File: src/rtl/vtm_pkg.sv
// Types and constants shared by the climb-tone mapper modules.
// No dependencies.
package vtm_pkg;

    localparam int unsigned RateW = 11;

    typedef enum logic [1:0]
    {
        MODE_SILENT = 2'd0,
        MODE_SINK   = 2'd1,
        MODE_CLIMB  = 2'd2
    } mode_t;

    localparam logic [0:0] CFG_SINK_THR = 1'b0;
    localparam logic [0:0] CFG_RISE_THR = 1'b1;

    localparam logic signed [10:0] SINK_THR_RESET = -11'sd100;
    localparam logic [9:0]         RISE_THR_RESET = 10'd20;
    localparam logic [15:0]        TONE_RESET     = 16'd25000;

    // classified request passed from front to back
    typedef struct packed
    {
        mode_t                   mode;
        logic signed [RateW-1:0] rate;
    } job_t;

endpackage

File: src/rtl/vtm_if.sv
// Valid/ready channel carrying a parameterised payload.
// Depends on nothing.
interface vtm_if #(parameter int unsigned W = 16);
    logic         valid;
    logic         ready;
    logic [W-1:0] data;
    modport source (output valid, output data, input ready);
    modport sink   (input valid, input data, output ready);
endinterface

File: src/rtl/vtm_front.sv
// Front end: clamps the sample, compares with the thresholds, emits a job.
// Depends on vtm_pkg.
module vtm_front
(
    input  logic                 clk,
    input  logic                 rst_n,
    input  logic                 in_valid,
    output logic                 in_ready,
    input  logic signed [15:0]   alt_diff,
    input  logic signed [10:0]   sink_thr,
    input  logic [9:0]           rise_thr,
    output logic                 job_valid,
    input  logic                 job_ready,
    output vtm_pkg::job_t        job
);
    logic signed [10:0] rate;
    vtm_pkg::mode_t     mode;
    logic               full_reg, full_next;
    vtm_pkg::job_t      job_reg;

    always_comb
    begin
        if (alt_diff > 16'sd1000)
            rate = 11'sd1000;
        else if (alt_diff < -16'sd1000)
            rate = -11'sd1000;
        else
            rate = alt_diff[10:0];
        if (rate < sink_thr)
            mode = vtm_pkg::MODE_SINK;
        else if ($signed({rate[10], rate}) > $signed({2'b00, rise_thr}))
            mode = vtm_pkg::MODE_CLIMB;
        else
            mode = vtm_pkg::MODE_SILENT;
    end

    assign in_ready  = !full_reg || job_ready;
    assign job_valid = full_reg;
    assign job       = job_reg;

    always_comb
    begin
        full_next = full_reg;
        if (in_valid && in_ready)
            full_next = 1'b1;
        else if (job_ready)
            full_next = 1'b0;
    end

    always_ff @(posedge clk or negedge rst_n)
    begin
        if (!rst_n)
            full_reg <= 1'b0;
        else
            full_reg <= full_next;
    end

    always_ff @(posedge clk)
    begin
        if (in_valid && in_ready)
            job_reg <= '{mode: mode, rate: rate};
    end
endmodule

File: src/rtl/vtm_queue.sv
// Two-entry request queue between front and back ends.
// Depends on vtm_pkg.
module vtm_queue
(
    input  logic          clk,
    input  logic          rst_n,
    input  logic          wr_valid,
    output logic          wr_ready,
    input  vtm_pkg::job_t wr_data,
    output logic          rd_valid,
    input  logic          rd_ready,
    output vtm_pkg::job_t rd_data
);
    vtm_pkg::job_t mem_reg [2];
    logic wp_reg, rp_reg;
    logic [1:0] cnt_reg;
    logic wr, rd;

    assign wr_ready = cnt_reg != 2'd2;
    assign rd_valid = cnt_reg != 2'd0;
    assign rd_data  = mem_reg[rp_reg];
    assign wr = wr_valid && wr_ready;
    assign rd = rd_valid && rd_ready;

    always_ff @(posedge clk or negedge rst_n)
    begin
        if (!rst_n)
        begin
            wp_reg  <= 1'b0;
            rp_reg  <= 1'b0;
            cnt_reg <= 2'd0;
        end
        else
        begin
            if (wr)
                wp_reg <= !wp_reg;
            if (rd)
                rp_reg <= !rp_reg;
            cnt_reg <= cnt_reg + {1'b0, wr} - {1'b0, rd};
        end
    end

    always_ff @(posedge clk)
    begin
        if (wr)
            mem_reg[wp_reg] <= wr_data;
    end

    property p_no_overflow;
        @(posedge clk) disable iff (!rst_n) cnt_reg <= 2'd2;
    endproperty
    a_no_overflow: assert property (p_no_overflow) else $error("queue count overflow");
    property p_empty_holds;
        @(posedge clk) disable iff (!rst_n) (cnt_reg == 2'd0 && !wr) |=> cnt_reg == 2'd0;
    endproperty
    a_empty_holds: assert property (p_empty_holds) else $error("queue filled without write");
    property p_full_stall;
        @(posedge clk) disable iff (!rst_n) (cnt_reg == 2'd2 && !rd) |=> cnt_reg == 2'd2;
    endproperty
    a_full_stall: assert property (p_full_stall) else $error("full queue lost entry");
endmodule

File: src/rtl/vtm_back.sv
// Back end: polynomial sequencer, restoring divider and held periods.
// Depends on vtm_pkg.
module vtm_back #(parameter int unsigned TimerHz = 6000000)
(
    input  logic          clk,
    input  logic          rst_n,
    input  logic          job_valid,
    output logic          job_ready,
    input  vtm_pkg::job_t job,
    output logic          res_valid,
    input  logic          res_ready,
    output logic [1:0]    mode,
    output logic [15:0]   tone_period,
    output logic [6:0]    repeat_period
);
    typedef enum logic [6:0]
    {
        ST_IDLE = 7'b0000001,
        ST_SQ   = 7'b0000010,
        ST_CUBE = 7'b0000100,
        ST_POLY = 7'b0001000,
        ST_FDIV = 7'b0010000,
        ST_TDIV = 7'b0100000,
        ST_OUT  = 7'b1000000
    } state_t;

    localparam logic [25:0] Hz = 26'(TimerHz);
    // ceil(2^40 / 10000): exact quotient for numerators below 2^26
    localparam logic [26:0] FreqRecip = 27'd109951163;
    // ceil(2^49 / 1953125): exact quotient for numerators below 2^28
    localparam logic [28:0] RepRecip  = 29'd288230377;

    state_t state_reg, state_next;
    vtm_pkg::mode_t mode_reg;
    logic signed [10:0] a_reg;
    logic signed [21:0] sq_reg;      // a^2
    logic signed [31:0] cube_reg;    // a^3
    logic signed [26:0] fnum_reg;    // frequency numerator
    logic signed [39:0] rnum_reg;    // repeat numerator
    logic [4:0]  cnt_reg;
    logic [25:0] quo_reg, rem_reg, dvs_reg;
    logic [15:0] tone_reg;
    logic [6:0]  rep_reg;
    logic        fneg_reg;
    logic [26:0] trial;
    logic [25:0] rem_sh;
    logic [25:0] fabs;
    logic [52:0] fprod;
    logic [12:0] fq;
    logic [56:0] rprod;
    logic [7:0]  rq;

    assign job_ready = state_reg == ST_IDLE;
    assign res_valid = state_reg == ST_OUT;
    assign mode          = mode_reg;
    assign tone_period   = tone_reg;
    assign repeat_period = rep_reg;

    // one restoring step per cycle
    assign rem_sh = {rem_reg[24:0], quo_reg[25]};
    assign trial  = {1'b0, rem_sh} - {1'b0, dvs_reg};
    assign fabs   = fnum_reg[26] ? 26'(-fnum_reg) : fnum_reg[25:0];

    // divide by 10000: 26 by 27 bit reciprocal product
    assign fprod = fabs * FreqRecip;
    assign fq    = fprod[52:40];

    // divide by 1e9 as a shift by 9 then a 28 by 29 bit reciprocal product
    assign rprod = rnum_reg[36:9] * RepRecip;
    assign rq    = rprod[56:49];

    always_comb
    begin
        state_next = state_reg;
        unique case (state_reg)
            ST_IDLE: if (job_valid) state_next = ST_SQ;
            ST_SQ:   state_next = ST_CUBE;
            ST_CUBE: state_next = ST_POLY;
            ST_POLY: state_next = ST_FDIV;
            ST_FDIV: state_next = ST_TDIV;
            ST_TDIV: if (cnt_reg == 5'd0) state_next = ST_OUT;
            ST_OUT:  if (res_ready) state_next = ST_IDLE;
            default: state_next = ST_IDLE;
        endcase
    end

    always_ff @(posedge clk or negedge rst_n)
    begin
        if (!rst_n)
        begin
            state_reg <= ST_IDLE;
            tone_reg  <= vtm_pkg::TONE_RESET;
            rep_reg   <= 7'd0;
        end
        else
        begin
            state_reg <= state_next;
            if (state_reg == ST_TDIV && cnt_reg == 5'd0
                && mode_reg != vtm_pkg::MODE_SILENT)
            begin
                if (fneg_reg || fnum_reg == 27'sd0 || quo_reg[25:16] != 10'd0)
                    tone_reg <= 16'hFFFF;
                else
                    tone_reg <= quo_reg[15:0];
                if (mode_reg == vtm_pkg::MODE_CLIMB)
                begin
                    if (rnum_reg[39])
                        rep_reg <= 7'd0;
                    else if (rnum_reg[38:37] != 2'd0 || rq > 8'd127)
                        rep_reg <= 7'd127;
                    else
                        rep_reg <= rq[6:0];
                end
            end
        end
    end

    always_ff @(posedge clk)
    begin
        unique case (state_reg)
            ST_IDLE:
            begin
                mode_reg <= job.mode;
                a_reg    <= job.rate;
            end
            ST_SQ:   sq_reg <= $signed({{11{a_reg[10]}}, a_reg})
                               * $signed({{11{a_reg[10]}}, a_reg});
            ST_CUBE: cube_reg <= $signed({{10{sq_reg[21]}}, sq_reg})
                                 * $signed({{21{a_reg[10]}}, a_reg});
            ST_POLY:
            begin
                if (mode_reg == vtm_pkg::MODE_SINK)
                    fnum_reg <= 27'(4 * sq_reg + 7222 * a_reg + 4500000);
                else
                    fnum_reg <= 27'(12 * sq_reg + 24400 * a_reg + 3250000);
                rnum_reg <= 40'(-40'sd106 * cube_reg + 40'sd253000 * sq_reg
                                - 40'sd207000000 * a_reg + 40'sd66000000000);
            end
            ST_FDIV:
            begin
                // f = trunc(num / 10000) from the magnitude; a negative numerator gives zero and sets fneg_reg
                fneg_reg <= fnum_reg[26];
                fnum_reg <= fnum_reg[26] ? 27'sd0 : 27'(fq);
                dvs_reg  <= 26'(fq);
                quo_reg  <= Hz;
                rem_reg  <= 26'd0;
                cnt_reg  <= 5'd26;
            end
            ST_TDIV:
            begin
                if (cnt_reg != 5'd0)
                begin
                    cnt_reg <= cnt_reg - 5'd1;
                    if (!trial[26])
                    begin
                        rem_reg <= trial[25:0];
                        quo_reg <= {quo_reg[24:0], 1'b1};
                    end
                    else
                    begin
                        rem_reg <= rem_sh;
                        quo_reg <= {quo_reg[24:0], 1'b0};
                    end
                end
            end
            ST_OUT: ;
            default: ;
        endcase
    end

    property p_out_holds;
        @(posedge clk) disable iff (!rst_n)
            (res_valid && !res_ready) |=> res_valid && $stable(tone_reg);
    endproperty
    a_out_holds: assert property (p_out_holds) else $error("result changed under stall");
    property p_silent_keeps;
        @(posedge clk) disable iff (!rst_n)
            (state_reg == ST_TDIV && mode_reg == vtm_pkg::MODE_SILENT)
            |=> $stable(tone_reg) && $stable(rep_reg);
    endproperty
    a_silent_keeps: assert property (p_silent_keeps) else $error("silent mode wrote periods");
    property p_one_job;
        @(posedge clk) disable iff (!rst_n) job_ready |-> !res_valid;
    endproperty
    a_one_job: assert property (p_one_job) else $error("overlapping jobs");
endmodule

File: src/rtl/vario_tone_mapper_top.sv
// Climb-tone mapper: a climb-rate request in, one mode/period result out.
// Items pass in_ch (16-bit alt_diff) and leave on out_ch as
// {mode, tone_period, repeat_period}. Config writes: cfg_we, cfg_idx, cfg_data.
// Front stage clamps and classifies into a registered job that feeds a two-entry queue; the
// back end computes a^2, a^3, the polynomials, the frequency, then a 26-step
// restoring division of TIMER_HZ by the frequency.
// The back end takes a new item only after the last result is accepted: it walks
// six fixed states and the 26-step divider for each item.
// Reset returns thresholds to -100 and 20, tone period to 25000, repeat to 0.
// While out_ch is stalled the result holds; the queue fills, then in_ch
// drops ready.
// Depends on vtm_pkg, vtm_if, vtm_front, vtm_queue, vtm_back.
module vario_tone_mapper_top #(parameter int unsigned TIMER_HZ = 6000000)
(
    input  logic        clk,
    input  logic        rst_n,
    input  logic        cfg_we,
    input  logic        cfg_idx,
    input  logic [10:0] cfg_data,
    vtm_if.sink         in_ch,
    vtm_if.source       out_ch
);
    logic signed [10:0] sink_thr_reg;
    logic [9:0]         rise_thr_reg;
    logic f_valid, f_ready, q_valid, q_ready;
    vtm_pkg::job_t f_job, q_job;
    logic [1:0]  mode;
    logic [15:0] tone_period;
    logic [6:0]  repeat_period;

    always_ff @(posedge clk or negedge rst_n)
    begin
        if (!rst_n)
        begin
            sink_thr_reg <= vtm_pkg::SINK_THR_RESET;
            rise_thr_reg <= vtm_pkg::RISE_THR_RESET;
        end
        else if (cfg_we)
        begin
            if (cfg_idx == vtm_pkg::CFG_SINK_THR)
                sink_thr_reg <= cfg_data;
            else
                rise_thr_reg <= cfg_data[9:0];
        end
    end

    vtm_front u_front
    (
        .clk(clk), .rst_n(rst_n),
        .in_valid(in_ch.valid), .in_ready(in_ch.ready), .alt_diff(in_ch.data[15:0]),
        .sink_thr(sink_thr_reg), .rise_thr(rise_thr_reg),
        .job_valid(f_valid), .job_ready(f_ready), .job(f_job)
    );

    vtm_queue u_queue
    (
        .clk(clk), .rst_n(rst_n),
        .wr_valid(f_valid), .wr_ready(f_ready), .wr_data(f_job),
        .rd_valid(q_valid), .rd_ready(q_ready), .rd_data(q_job)
    );

    vtm_back #(.TimerHz(TIMER_HZ)) u_back
    (
        .clk(clk), .rst_n(rst_n),
        .job_valid(q_valid), .job_ready(q_ready), .job(q_job),
        .res_valid(out_ch.valid), .res_ready(out_ch.ready),
        .mode(mode), .tone_period(tone_period), .repeat_period(repeat_period)
    );

    assign out_ch.data = {mode, tone_period, repeat_period};
endmodule

File: src/flat_wrapper.sv
// flat-port wrapper written by rule: the top's interface ports become plain ports
module vario_tone_mapper_top_flat 
#(parameter int unsigned TIMER_HZ = 6000000)
  (clk, rst_n, cfg_we, cfg_idx, cfg_data, in_ch_valid, in_ch_data, in_ch_ready, out_ch_valid, out_ch_data, out_ch_ready);
  vtm_if #(.W(16)) in_ch_i ();
  vtm_if #(.W(25)) out_ch_i ();
  input  logic clk;
  input  logic rst_n;
  input  logic cfg_we;
  input  logic cfg_idx;
  input  logic [10:0] cfg_data;
  input wire logic [$bits(in_ch_i.valid)-1:0] in_ch_valid;
  input wire logic [$bits(in_ch_i.data)-1:0] in_ch_data;
  output wire logic [$bits(in_ch_i.ready)-1:0] in_ch_ready;
  output wire logic [$bits(out_ch_i.valid)-1:0] out_ch_valid;
  output wire logic [$bits(out_ch_i.data)-1:0] out_ch_data;
  input wire logic [$bits(out_ch_i.ready)-1:0] out_ch_ready;
  assign in_ch_i.valid = in_ch_valid;
  assign in_ch_i.data = in_ch_data;
  assign in_ch_ready = in_ch_i.ready;
  assign out_ch_valid = out_ch_i.valid;
  assign out_ch_data = out_ch_i.data;
  assign out_ch_i.ready = out_ch_ready;
  vario_tone_mapper_top #(.TIMER_HZ(TIMER_HZ)) u_core (.clk(clk), .rst_n(rst_n), .cfg_we(cfg_we), .cfg_idx(cfg_idx), .cfg_data(cfg_data), .in_ch(in_ch_i), .out_ch(out_ch_i));
endmodule
File: config.mk
export PLATFORM = sky130hd
export DESIGN_NAME = vario_tone_mapper_top_flat
export DESIGN_NICKNAME = d
export VERILOG_FILES = /design/src/rtl/vtm_pkg.sv /design/src/rtl/vtm_if.sv /design/src/rtl/vtm_front.sv /design/src/rtl/vtm_queue.sv /design/src/rtl/vtm_back.sv /design/src/rtl/vario_tone_mapper_top.sv /design/src/flat_wrapper.sv
export SDC_FILE = /design/constraint.sdc
export NUM_CORES = 2
export LEC_CHECK = 0
export BUFFER_PORTS_ARGS = -buffer_cell sky130_fd_sc_hd__buf_2
export CORE_UTILIZATION = 50
export DETAILED_ROUTE_END_ITERATION = 10
export PLACE_DENSITY = 0.67
export SYNTH_ARGS = -nofsm -noshare
export SYNTH_HDL_FRONTEND = slang
export SYNTH_HIERARCHICAL = 1
export SYNTH_SLANG_ARGS = --single-unit
File: constraint.sdc
create_clock -name clk -period 24 [get_ports clk]
set_input_delay 2.4 -clock clk [delete_from_list [all_inputs] [get_ports clk]]
set_output_delay 2.4 -clock clk [all_outputs]
set_load 0.01 [all_outputs]
==> run_results.csv <==
group,metric,value,unit
run_status,status,"complete, no violations",
clocking,cts_tree,"done",
worst_setup_path,end_kind,"register",
logic_synthesis,synth_area_leader_cell,"fa_1",
sta,fin_crit,11.16,ns
sta,drv_slew,0,
clocking,cts_resized,0,
logic_synthesis,synth-edff-count,233,
route,drt_iter0_markers,3373,
logic_synthesis,netlist_instances,7297,
placement,place_ws,12.92,ns
sta,relSlewSlack,17.9,%
worst_setup_path,critPathKind,"reg2reg",
die,core-area,144000,um^2
cells_and_area,final_layout_size_suffix_gt1_share,3.83,%
sta,finalClockSkew,0.0449,ns
worst_setup_path,slowest_stage,"nor3_1",
global_route,antenna_found_initial,2,
worst_setup_path,cp_common_cell,"inv_1",
clocking,cts_setup_buffers,0,
cells_and_area,syn2layout_area_growth,5.53,%
placement,portBuffers,59,
global_route,grt_pass1_wl,300,mm
placement,hpwlAfterDp,161,mm
logic_synthesis,synthArstFlopShare,19.4,%
flow_run,drv_cap,0,
clocking,clock_sinks,289,
logic_synthesis,yosys_warnings,6,
die,start_util,50.6,%
global_route,grt_pass1_vias,53500,
route,viasPerCell,5.44,
worst_setup_path,cp.arrival,11.50,ns
logic_synthesis,syn_area_per_cell,10.0,um^2
worst_setup_path,crit_fanout,12,
logic_synthesis,syn-num-nets,9974,
die,die-area,148000,um^2
placement,place_area,75900,um^2
hold_path,hp-class,"reg2reg",
die,io_pins,60,
clocking,root_buffer,"clkbuf_16",
cells_and_area,diodes,0,
cells_and_area,final_common_cell,"inv_1",
worst_setup_path,cp_data_required_time,24.34,ns
cells_and_area,fill_cells,13000,
route,dr_total_vias,50700,
cells_and_area,final_cell_mix,"1890 x inv_1, 1401 x ha_1, 1243 x fa_1",
logic_synthesis,ys_top_cells_by_area,"fa_1 34%, ha_1 24%, inv_1 9.7%",
route,post_drt_wl_per_cell,20.3,um
cells_and_area,ff_latch_area,8420,um^2
clocking,clk_path_buf_depth,3,
sta,tightestPinTransition,1.20,ns
global_route,grt_max_degree,57,
cells_and_area,largest_register_ffs,32,
global_route,track_usage,26.5,%
global_route,grt-ovfl-total,0,
cells_and_area,nets,10100,
route,dr.pass1.iters,7,
sta,rsz0062_at_grt,"false",
clocking,h-tree-depth,2,
die,num_rows,139,
die,die-height,384,um
sta,tns,0,ns
placement,gp_congestion,0.961,
worst_setup_path,r2r_cells,36,
clocking,cts_buffers,37,
route,totalWireLength,189,mm
route,drc,0,
sta,setup_viol,0,
logic_synthesis,synth_area,73100,um^2
clocking,clock_latency,0.62,ns
logic_synthesis,netlist.area_leader.share,34.1,%
clocking,path_clk_slew,0.07,ns
sta,finalCritPeriodShare,46.5,%
sta,fmax,89.6,MHz
cells_and_area,multiInputGateArea,57300,um^2
cells_and_area,fin_area,77100,um^2
logic_synthesis,ys.flop_type,"edfxtp_1",
sta,hold_viol_final,0,
logic_synthesis,synth.ff_latch_count,289,
clocking,ctsHoldBuffers,0,
worst_setup_path,worst_path_largest_cell_delay,0.68,ns
logic_synthesis,ys_seq_area_share,11.5,%
hold_path,min_path_cells,0,
logic_synthesis,synth_cell_types,97,
die,fp.dieW,384,um
route,ant_nets,0,
sta,setup_slack,12.84,ns
worst_setup_path,startpoint_type,"register",
[routing by layer]
layer  wire, um  vias to the layer above  part of all wire [%]  track usage, %
li1           -                    23500                     -               -
met1      83800                    25600                    44            36.6
met2      86800                     1406                    46            42.7
met3      12400                      253                   6.5            4.23
met4       6050                        4                   3.2            7.78
met5         26                        -                 0.014               0
[worst max-delay path, delay by kind of cell, from the launching register on]
| kind | cells | cell delay, ns |
|---|---|---|
| xor gates and xnor gates | 2 | 0.36 |
| buffers and inverters | 7 | 0.72 |
| adders and majority gates | 10 | 4.32 |
| DFF | 1 | 0.64 |
| AOI/OAI and AO/OA | 8 | 1.58 |
| and+or+nand+nor | 9 | 3.28 |
[Yosys cell counts (all sizes together) (9+ instances only)]
library cell / count
and3: 32
a21oi: 284
a211oi: 27
nor2b: 51
edfxtp: 233
or2: 20
o41ai: 11
o21ai: 155
inv: 1892
o22a: 18
a21o: 150
ha: 1401
a31oi: 26
nor3: 65
nor2: 309
o21bai: 31
nand2: 288
o31ai: 13
and2: 93
nand4: 33
nor3b: 13
o21a: 50
nand2b: 73
dfrtp: 40
mux2: 34
o211ai: 16
a21boi: 17
clkbuf: 67
xor2: 91
dfstp: 16
nor4: 23
or3: 27
xnor2: 223
nand3: 60
mux2i: 9
fa: 1243
[layout make-up]
class / count / area share [%]
repair buffers: 115 / 0.928
clock inverters: 23 / 0.318
inverters: 1899 / 9.24
flip-flops and latches: 289 / 10.9
clock buffers: 44 / 1.23
well taps: 1903 / 3.09
multi-input cells: 5038 / 74.3
[kinds of logic after synthesis]
logic type | Yosys count | share of synthesized area (%)
AO/OA/AOI/OAI | 906 | 8.14
XOR/XNOR | 316 | 3.84
adder cells (fa/ha/maj) | 2645 | 58.1
buffers and inverters | 1970 | 10.1
flip-flops | 289 | 11.5
multiplexers | 43 | 0.647
AND/OR/NAND/NOR | 1128 | 7.65
[through the flow]
stage | hold slack, ns | util [%] | cells
3_5_place_dp | 0.431 | 52.6 | 9244
2_1_floorplan | 0.421 | - | 7297
5_1_grt | 0.452 | 53.4 | 9311
3_3_place_gp | 0.424 | 52.6 | 9244
4_1_cts | 0.447 | 53.4 | 9311
6_report | 0.446 | 53.4 | 9311
[worst paths after layout]
check / start / endpoint / slack (ns)
setup / recovery: u_core/u_back/fnum_reg[0] / u_core/u_back/fnum_reg[11] / 12.84
hold / removal: u_core/u_front/job[2] / u_core/u_queue/mem_reg[1][2] / 0.45
setup reg to reg: u_core/u_back/fnum_reg[0] / u_core/u_back/fnum_reg[11] / 12.84
hold reg to reg: u_core/u_front/job[2] / u_core/u_queue/mem_reg[1][2] / 0.45
max in group asynchronous: rst_n / u_core/u_back/tone_period[10] / 21.34
min in group asynchronous: rst_n / u_core/sink_thr_reg[1] / 1.98
Power is left out: the tool's default activity adds up to more than one toggle a clock period on the data nets, which glitch-free logic cannot reach.
